$ cat src/bscc_pkg.sv
// Shared types for the box set collision check: wall entry and query beat.
// No dependencies; imported by bscc_cell and box_set_collision_check.
`timescale 1ns / 1ps
`default_nettype none

package bscc_pkg;

    localparam int COORD_W = 16;
    localparam int SIZE_W  = 15;
    localparam int EDGE_W  = COORD_W + 1;

    localparam int CFG_ADDR_W = 3;

    // Register index, taken from paddr[2]
    typedef enum logic {
        REG_WALLS_IN_USE = 1'b0,
        REG_UNUSED       = 1'b1
    } t_reg_idx;

    typedef enum logic {
        OP_WALL_WRITE = 1'b0,
        OP_QUERY      = 1'b1
    } t_opcode;

    // Wall held by one cell; far edges worked out at write time
    typedef struct packed {
        logic signed [COORD_W-1:0] x;
        logic signed [COORD_W-1:0] y;
        logic signed [EDGE_W-1:0]  right;
        logic signed [EDGE_W-1:0]  bottom;
    } t_wall;

    // Query box travelling along the chain with the running hit flag
    typedef struct packed {
        logic                      last;
        logic                      hit;
        logic signed [COORD_W-1:0] x;
        logic signed [COORD_W-1:0] y;
        logic signed [EDGE_W-1:0]  right;
        logic signed [EDGE_W-1:0]  bottom;
    } t_query;

endpackage

`default_nettype wire

$ cat src/box_set_collision_check.sv
// Top level of the box set collision check: command port, APB register, wall chain.
// Depends on bscc_pkg and bscc_cell.
//
//  channel   handshake                      payload
//  -------   ---------                      -------
//  command   start & !busy                  i_opcode, i_wall_index, i_box_x/y/w/h, i_last_box
//  result    o_done (one-cycle strobe)      o_collides
//  config    psel & penable & pwrite        paddr, pwdata (walls_in_use at 0x0)
//
// A wall write is registered into its cell; busy stays low.
// A query passes one entry stage, then the chain of wall cells;
// busy drops as the result is registered, so the next beat can be taken then.
// The chain length, one cell per wall, sets how long a query takes.
// Reset clears the hit flag, walls_in_use and the chain valids; walls are undefined.
// The receiver cannot stall: o_done is high for exactly one cycle per last query.
`timescale 1ns / 1ps
`default_nettype none

module box_set_collision_check #(
    parameter int MAX_WALLS = 16
) (
    input  wire logic                               i_clk,
    input  wire logic                               i_rst_n,
    input  wire logic                               start,
    output logic                                    busy,
    input  wire logic                               i_opcode,
    input  wire logic [3:0]                         i_wall_index,
    input  wire logic signed [bscc_pkg::COORD_W-1:0] i_box_x,
    input  wire logic signed [bscc_pkg::COORD_W-1:0] i_box_y,
    input  wire logic [bscc_pkg::SIZE_W-1:0]        i_box_w,
    input  wire logic [bscc_pkg::SIZE_W-1:0]        i_box_h,
    input  wire logic                               i_last_box,
    output logic                                    o_done,
    output logic                                    o_collides,
    input  wire logic                               psel,
    input  wire logic                               penable,
    input  wire logic                               pwrite,
    input  wire logic [bscc_pkg::CFG_ADDR_W-1:0]    paddr,
    input  wire logic [31:0]                        pwdata,
    output logic [31:0]                             prdata,
    output logic                                    pready
);
    import bscc_pkg::*;

    logic [4:0] r_walls_in_use;
    logic       r_hit_flag;
    logic       r_busy;
    logic       r_done;
    logic       r_collides;
    logic       r_entry_valid;
    t_query     r_entry;

    logic       w_accept;
    logic       w_query_acc;
    logic       w_wall_acc;
    logic       w_cfg_wr;
    t_reg_idx   w_reg_idx;
    t_wall      w_wall;
    t_query     n_entry;
    logic       w_end_hit;

    logic   w_valid [0:MAX_WALLS];
    t_query w_query [0:MAX_WALLS];

    assign w_accept    = start & ~r_busy;
    assign w_query_acc = w_accept & (i_opcode == OP_QUERY);
    assign w_wall_acc  = w_accept & (i_opcode == OP_WALL_WRITE);

    assign pready    = 1'b1;
    assign w_reg_idx = t_reg_idx'(paddr[2]);
    assign w_cfg_wr  = psel & penable & pwrite & pready;

    always_comb begin
        unique case (w_reg_idx)
            REG_WALLS_IN_USE: prdata = {27'd0, r_walls_in_use};
            default:          prdata = 32'd0;
        endcase
    end

    // Far edges are one bit wider so the sum cannot wrap
    always_comb begin
        w_wall.x      = i_box_x;
        w_wall.y      = i_box_y;
        w_wall.right  = {i_box_x[COORD_W-1], i_box_x} + $signed({2'b00, i_box_w});
        w_wall.bottom = {i_box_y[COORD_W-1], i_box_y} + $signed({2'b00, i_box_h});
    end

    always_comb begin
        n_entry.last   = i_last_box;
        n_entry.hit    = r_hit_flag;
        n_entry.x      = w_wall.x;
        n_entry.y      = w_wall.y;
        n_entry.right  = w_wall.right;
        n_entry.bottom = w_wall.bottom;
    end

    assign w_valid[0] = r_entry_valid;
    assign w_query[0] = r_entry;

    for (genvar g = 0; g < MAX_WALLS; g++) begin : g_cell
        logic w_active;
        logic w_wr_en;

        assign w_active = (32'(g) < 32'(r_walls_in_use));
        assign w_wr_en  = w_wall_acc & (32'(g) == 32'(i_wall_index));

        bscc_cell u_cell (
            .i_clk   (i_clk),
            .i_rst_n (i_rst_n),
            .i_active(w_active),
            .i_wr_en (w_wr_en),
            .i_wall  (w_wall),
            .i_valid (w_valid[g]),
            .i_query (w_query[g]),
            .o_valid (w_valid[g+1]),
            .o_query (w_query[g+1])
        );
    end

    assign w_end_hit = w_query[MAX_WALLS].hit;

    always_ff @(posedge i_clk) begin
        if (!i_rst_n) begin
            r_walls_in_use <= 5'd0;
            r_hit_flag     <= 1'b0;
            r_busy         <= 1'b0;
            r_done         <= 1'b0;
            r_entry_valid  <= 1'b0;
        end else begin
            r_entry_valid <= w_query_acc;
            if (w_cfg_wr && (w_reg_idx == REG_WALLS_IN_USE)) begin
                r_walls_in_use <= pwdata[4:0];
            end
            if (w_query_acc) begin
                r_busy <= 1'b1;
                r_done <= 1'b0;
            end else if (w_valid[MAX_WALLS]) begin
                r_busy     <= 1'b0;
                r_done     <= w_query[MAX_WALLS].last;
                r_hit_flag <= w_query[MAX_WALLS].last ? 1'b0 : w_end_hit;
            end else begin
                r_done <= 1'b0;
            end
        end
    end

    always_ff @(posedge i_clk) begin
        if (w_query_acc) begin
            r_entry <= n_entry;
        end
        if (w_valid[MAX_WALLS]) begin
            r_collides <= w_end_hit;
        end
    end

    assign busy       = r_busy;
    assign o_done     = r_done;
    assign o_collides = r_collides;

endmodule

`default_nettype wire

$ cat src/bscc_cell.sv
// One wall cell of the collision chain: stores a wall, tests the passing query.
// Depends on bscc_pkg.
`timescale 1ns / 1ps
`default_nettype none

module bscc_cell (
    input  wire logic            i_clk,
    input  wire logic            i_rst_n,
    input  wire logic            i_active,
    input  wire logic            i_wr_en,
    input  wire bscc_pkg::t_wall i_wall,
    input  wire logic            i_valid,
    input  wire bscc_pkg::t_query i_query,
    output logic                 o_valid,
    output bscc_pkg::t_query     o_query
);
    import bscc_pkg::*;

    t_wall  r_wall;
    logic   r_valid;
    t_query r_query;
    t_query n_query;
    logic   w_overlap;

    // Strict overlap: touching edges miss
    assign w_overlap = !((i_query.bottom <= r_wall.y) || (i_query.y >= r_wall.bottom) ||
                         (i_query.right <= r_wall.x) || (i_query.x >= r_wall.right));

    always_comb begin
        n_query     = i_query;
        n_query.hit = i_query.hit | (i_active & w_overlap);
    end

    always_ff @(posedge i_clk) begin
        if (i_wr_en) begin
            r_wall <= i_wall;
        end
    end

    always_ff @(posedge i_clk) begin
        if (!i_rst_n) begin
            r_valid <= 1'b0;
        end else begin
            r_valid <= i_valid;
        end
    end

    always_ff @(posedge i_clk) begin
        r_query <= n_query;
    end

    assign o_valid = r_valid;
    assign o_query = r_query;

endmodule

`default_nettype wire
$ cat config.mk
export PLATFORM = sky130hd
export DESIGN_NAME = box_set_collision_check
export DESIGN_NICKNAME = d
export VERILOG_FILES = /design/src/bscc_pkg.sv /design/src/box_set_collision_check.sv /design/src/bscc_cell.sv
export SDC_FILE = /design/constraint.sdc
export NUM_CORES = 2
export LEC_CHECK = 0
export BUFFER_PORTS_ARGS = -buffer_cell sky130_fd_sc_hd__buf_4
export CAP_MARGIN = 20
export CORE_MARGIN = 4
export CORE_UTILIZATION = 25
export CTS_CLUSTER_SIZE = 30
export DETAILED_ROUTE_END_ITERATION = 8
export PLACE_DENSITY = 0.38
export SLEW_MARGIN = 10
export SYNTH_ARGS = -nofsm -noshare
export SYNTH_HDL_FRONTEND = slang
export SYNTH_SLANG_ARGS = --single-unit
$ cat constraint.sdc
create_clock -name i_clk -period 17.9 [get_ports i_clk]
set_input_delay 0 -clock i_clk [delete_from_list [all_inputs] [get_ports i_clk]]
set_output_delay 0 -clock i_clk [all_outputs]
set_load 0.005 [all_outputs]
# Word-level counts from Yosys, hierarchy flattened
# Cells that the tools add are included.
# word_totals
wordCells	413
reg_bits	2172
in_bits	109
out_inout_bits	36
# op_classes
bitwise	59
n_mux	4
n_reduce_logical	69
addsub	2
n_eq_ne	15
n_lt_le_gt_ge	80
# op_table
cell	n
16-bit by 17-bit greater-or-equal comparator with 1-bit output	32
17-bit by 16-bit <= comparator with 1-bit output	32
1-bit logical OR	48
4-bit by 5-bit < comparator with 1-bit output, first input constant	8
1-bit AND	37
16-bit by 16-bit adder with 17-bit output	2
4-bit equality test, first input constant	8
3-bit by 5-bit < comparator with 1-bit output, first input constant	4
3-bit by 4-bit equality test with 1-bit output, first input constant	4
1-bit logical NOT	16
1-bit OR	16
1-bit by 5-bit < comparator with 1-bit output, first input constant	2
2-bit by 5-bit < comparator with 1-bit output, first input constant	2
2-bit by 4-bit equality test with 1-bit output, first input constant	2
1-bit inverter	6
5-bit two-way mux	1
1-bit by 4-bit equality test with 1-bit output, first input constant	1
4-bit logical NOT	1
1-bit two-way mux	3
3-bit OR reduction	1
2-bit AND reduction	1
2-bit nonzero test	1
1-bit logical AND	1

# Logic depth before layout (Yosys ltp)
# logic_depth
word_depth	7
mapped_depth	10
ltp_nobuf	10

# Modules after synthesis
# Synthesis repeated with hierarchy kept, for this count alone.
# unflattened
hier_cells	6426
hier_area_um2	86279.0
# by_module_without_submodules
module	cells_each	instances	seq_area_each_um2	area_each_um2
bscc_cell	379	16	3363.2	5123.7
box_set_collision_check	362	1	2252.2	4300.4

# Least setup slack after synthesis
# OpenSTA, ideal clock, no wires.
# synth_path
kind	reg-to-reg
start	reg r_busy (netlist: busy)
end	reg g_cell[0].u_cell.r_wall[0] in the netlist's numbering (enable)
setup_slack_ns	11.648
stages_incl_launch_ff	4
setup_time_ns	0.572
arrival_ns	5.681
path_buffers	0
synth_period_minus_slack_ns	6.252
required_ns	17.328
cell_sequence	dfxtp_1 > or3b_2 > or3_1 > nor3_1
# synth_via
elab_chain_cells	4
# synth_rtl
item	line	source
start, declared	box_set_collision_check.sv:47	logic r_busy;
start signal, assigned	box_set_collision_check.sv:126	r_busy <= 1'b0;
start signal, assigned	box_set_collision_check.sv:135	r_busy <= 1'b1;
start signal, assigned	box_set_collision_check.sv:138	r_busy <= 1'b0;
1-bit inverter	box_set_collision_check.sv:65	assign w_accept = start & ~r_busy;
1-bit AND	box_set_collision_check.sv:65	
1-bit AND	box_set_collision_check.sv:67	assign w_wall_acc = w_accept & (i_opcode == OP_WALL_WRITE);
1-bit AND	box_set_collision_check.sv:105	assign w_wr_en = w_wall_acc & (32'(g) == 32'(i_wall_index));
named net g_cell[0].u_cell.i_wr_en	bscc_cell.sv:10	input wire logic i_wr_en,
end signal, assigned	bscc_cell.sv:36	r_wall <= i_wall;
end, declared	bscc_cell.sv:19	t_wall r_wall;
# The timed path passes the listed nets, and every way through them passes these cells.
# A chain may end at the register's enable or synchronous reset.

==> impl_metrics.tcl <==
set metrics [dict create \
    slew_headroom 0.220 \
    synth_edf_count 1125 \
    grt_pass1_wl_um 318000 \
    fmax_mhz 241 \
    vias 47200 \
    core_area_mm2 0.334 \
    synth_area_leaders "edfxtp_1, dfxtp_1, ha_1, inv_1, a21o_1" \
    hold_class "input port to flop" \
    crit_type "flop to flop" \
    ys_seq_area_frac 0.650 \
    drt_iter0_markers 2501 \
    post_cts_resized 0 \
    yosys_warnings 0 \
    io_buffers 87 \
    clockBufferDepth 4 \
    grt_usage 0.124 \
    post-route-min-period_ns 4.14 \
    cts_hold_buffers 95 \
    p_leak_nw 43.5 \
    synth.area.mux_share 0.00107 \
    cts-root-buf "clkbuf_16" \
    grt_overflow 0 \
    chipHeight_um 588 \
    start_util 0.252 \
    hpwl_um 157000 \
    synth_cells 6318 \
    clk_pin_slew_worst_paths_ns 0.07 \
    synth_compound_area_frac 0.0745 \
    outcome "finished, final reports clean" \
    placementRows 212 \
    maxCapViolations 0 \
    fp.dieW_um 588 \
    grt_max_degree 51 \
    tns_ns 0 \
    tightest_slew_ns 1.17 \
    synth_ff_type "edfxtp_1" \
    fin_util 0.301 \
    final_common_cell "inv_1" \
    cp-end-kind "flop" \
    synth_fa_ha_area_frac 0.167 \
    firstDrtPassIters 5 \
    synthXorXnorAreaFrac 0.00187 \
    ys_ff_latch 2172 \
    clock_skew_ns 0.0440 \
    finalSetupViolCount 0 \
    area_delta_synth_final_pct 19.4 \
    hold_viol_final 0 \
    cts.sinks 2172 \
    fin_ws_ns 13.76 \
    fp.dieArea_mm2 0.346 \
    drive_gt1_frac 0.0878 \
    antenna_found_initial 27 \
    ys_types 70 \
    drt_wl_total_um 217000 \
    gp_congestion 0.771 \
    synth_top_area_frac 0.401 \
    drv_slew 0 \
    drc_errors 0 \
    path_max_fanout 12 \
    fillers 33600 \
    nets 8040 \
    synth_top_cell_by_area "edfxtp_1" \
    avgSynthCellArea_um2 13.3 \
    pre_cts_slack_ns 13.91 \
    ios 145 \
    ir_drop_mv 0.0793 \
    post-route-period-util 0.231 \
    cts_buffers 242 \
    synthArstFlopShare 0 \
    power_density_mw_per_mm2 112 \
    ant_nets 0 \
    grt_pass1_vias 48100 \
    wire_per_inst_um 18.9 \
    final_cell_mix "inv_1, edfxtp_1, ha_1, dfxtp_1, a21oi_1" \
    rsz0062_at_grt "no" \
    cp.required_ns 18.72 \
    startpoint_type "flop" \
    synth_top_family_by_area "adder cells" \
    cts_setup_buffers 0 \
    htree_levels 4 \
    yosys.area_share.simple 0.0519 \
    viasPerCell 4.10 \
    worstSkewPairLatency_ns 0.87 \
    arrival_ns 4.96 \
    cts_tree "built" \
    netlist_area_mm2 0.0842 \
]
-- where the power goes --
part / total, W / internal [W] / switching (W)
Clock: 0.00509 / 0.00308 / 0.00201
Sequential: 0.00555 / 0.00545 / 0.0000992
Combinational: 0.000640 / 0.000220 / 0.000420
-- cell type report --
| class | instances | area [µm²] | share of cell area |
|---|---|---|---|
| diodes | 7 | 17.5 | 0.000174 |
| well taps | 4494 | 5620 | 0.0559 |
| clock inverters | 96 | 1090 | 0.0109 |
| flip-flops and latches | 2172 | 54700 | 0.544 |
| clock buffers | 354 | 7160 | 0.0712 |
| repair buffers | 258 | 2180 | 0.0217 |
| multi-input cells | 2990 | 25400 | 0.253 |
| inverters | 1147 | 4310 | 0.0428 |
-- logic make-up after synthesis --
kind of cell | Yosys count
other cells | 2
xor+xnor | 18
flops | 2172
buf+inv | 1182
simple gates | 849
fa+ha+maj | 1120
compound gates | 966
mux | 9
-- sequential cells by signal, indices dropped and copies added, names as in the netlist, 5 cells and up --
register	count
g_cell.u_cell.r_wall	1056
g_cell.u_cell.o_query	1022
r_entry	68
g_cell.u_cell.o_valid	16
r_walls_in_use	5
-- critical path: stages, from the launching register on --
cell      delay, ns
dfxtp_1        0.73
nand2_1        0.12
a222oi_1       0.95
o31ai_1        0.53
a41oi_1        0.68
o41ai_1        0.21
buf_4          0.21
a31oi_1        0.42
a31o_2         0.22
-- worst paths after layout --
path | to | cells past startpoint | start | slack, ns
min | g_cell[0].u_cell.r_wall[13]$_DFFE_PP_ | 3 | i_box_h[13] | 0.08
min reg2reg | g_cell[15].u_cell.o_query[67]$_DFF_P_ | 0 | g_cell[14].u_cell.o_query[67]$_DFF_P_ | 0.30
max | g_cell[5].u_cell.o_query[66]$_DFF_P_ | 8 | r_walls_in_use[1]$_SDFFE_PN0P_ | 13.76
max reg2reg | g_cell[5].u_cell.o_query[66]$_DFF_P_ | 8 | r_walls_in_use[1]$_SDFFE_PN0P_ | 13.76
-- synthesized netlist by cell type, drive strengths merged (8+ instances only) --
cell / n
a2111oi: 16
a211o: 12
a211oi: 68
a21boi: 8
a21o: 206
a21oi: 288
a311oi: 8
a31oi: 25
a41o: 10
and2: 21
and3: 16
and4: 15
buf: 28
dfxtp: 1047
edfxtp: 1125
ha: 1118
inv: 1147
mux2i: 9
nand2: 155
nand2b: 30
nand3: 101
nand4: 145
nor2: 175
nor2b: 66
nor3: 67
nor3b: 8
nor4: 17
o2111ai: 15
o211ai: 31
o21a: 16
o21ai: 161
o22ai: 22
o311ai: 8
o41ai: 9
or3: 10
xnor2: 16
-- metrics by stage --
stage	std cells	power [W]	hold WS (ns)	instance area, µm²
2_1_floorplan	6344	0.00593	0.0269	84300
3_3_place_gp	11000	0.00630	0.178	91200
3_5_place_dp	11000	0.00630	0.179	91300
4_1_cts	11500	0.0115	0.000342	100000
5_1_grt	11500	0.0118	0.0537	101000
6_report	11500	0.0113	0.0787	101000
-- per-layer routing --
metal / wire, µm / global-route usage / share of wire
met1: 105000 / 0.173 / 0.48
met2: 97800 / 0.199 / 0.45
met3: 9690 / 0.0200 / 0.045
met4: 4980 / 0.0312 / 0.023
met5: 0 / 0 / 0
Note: power is estimated with default switching activity, not from simulation.
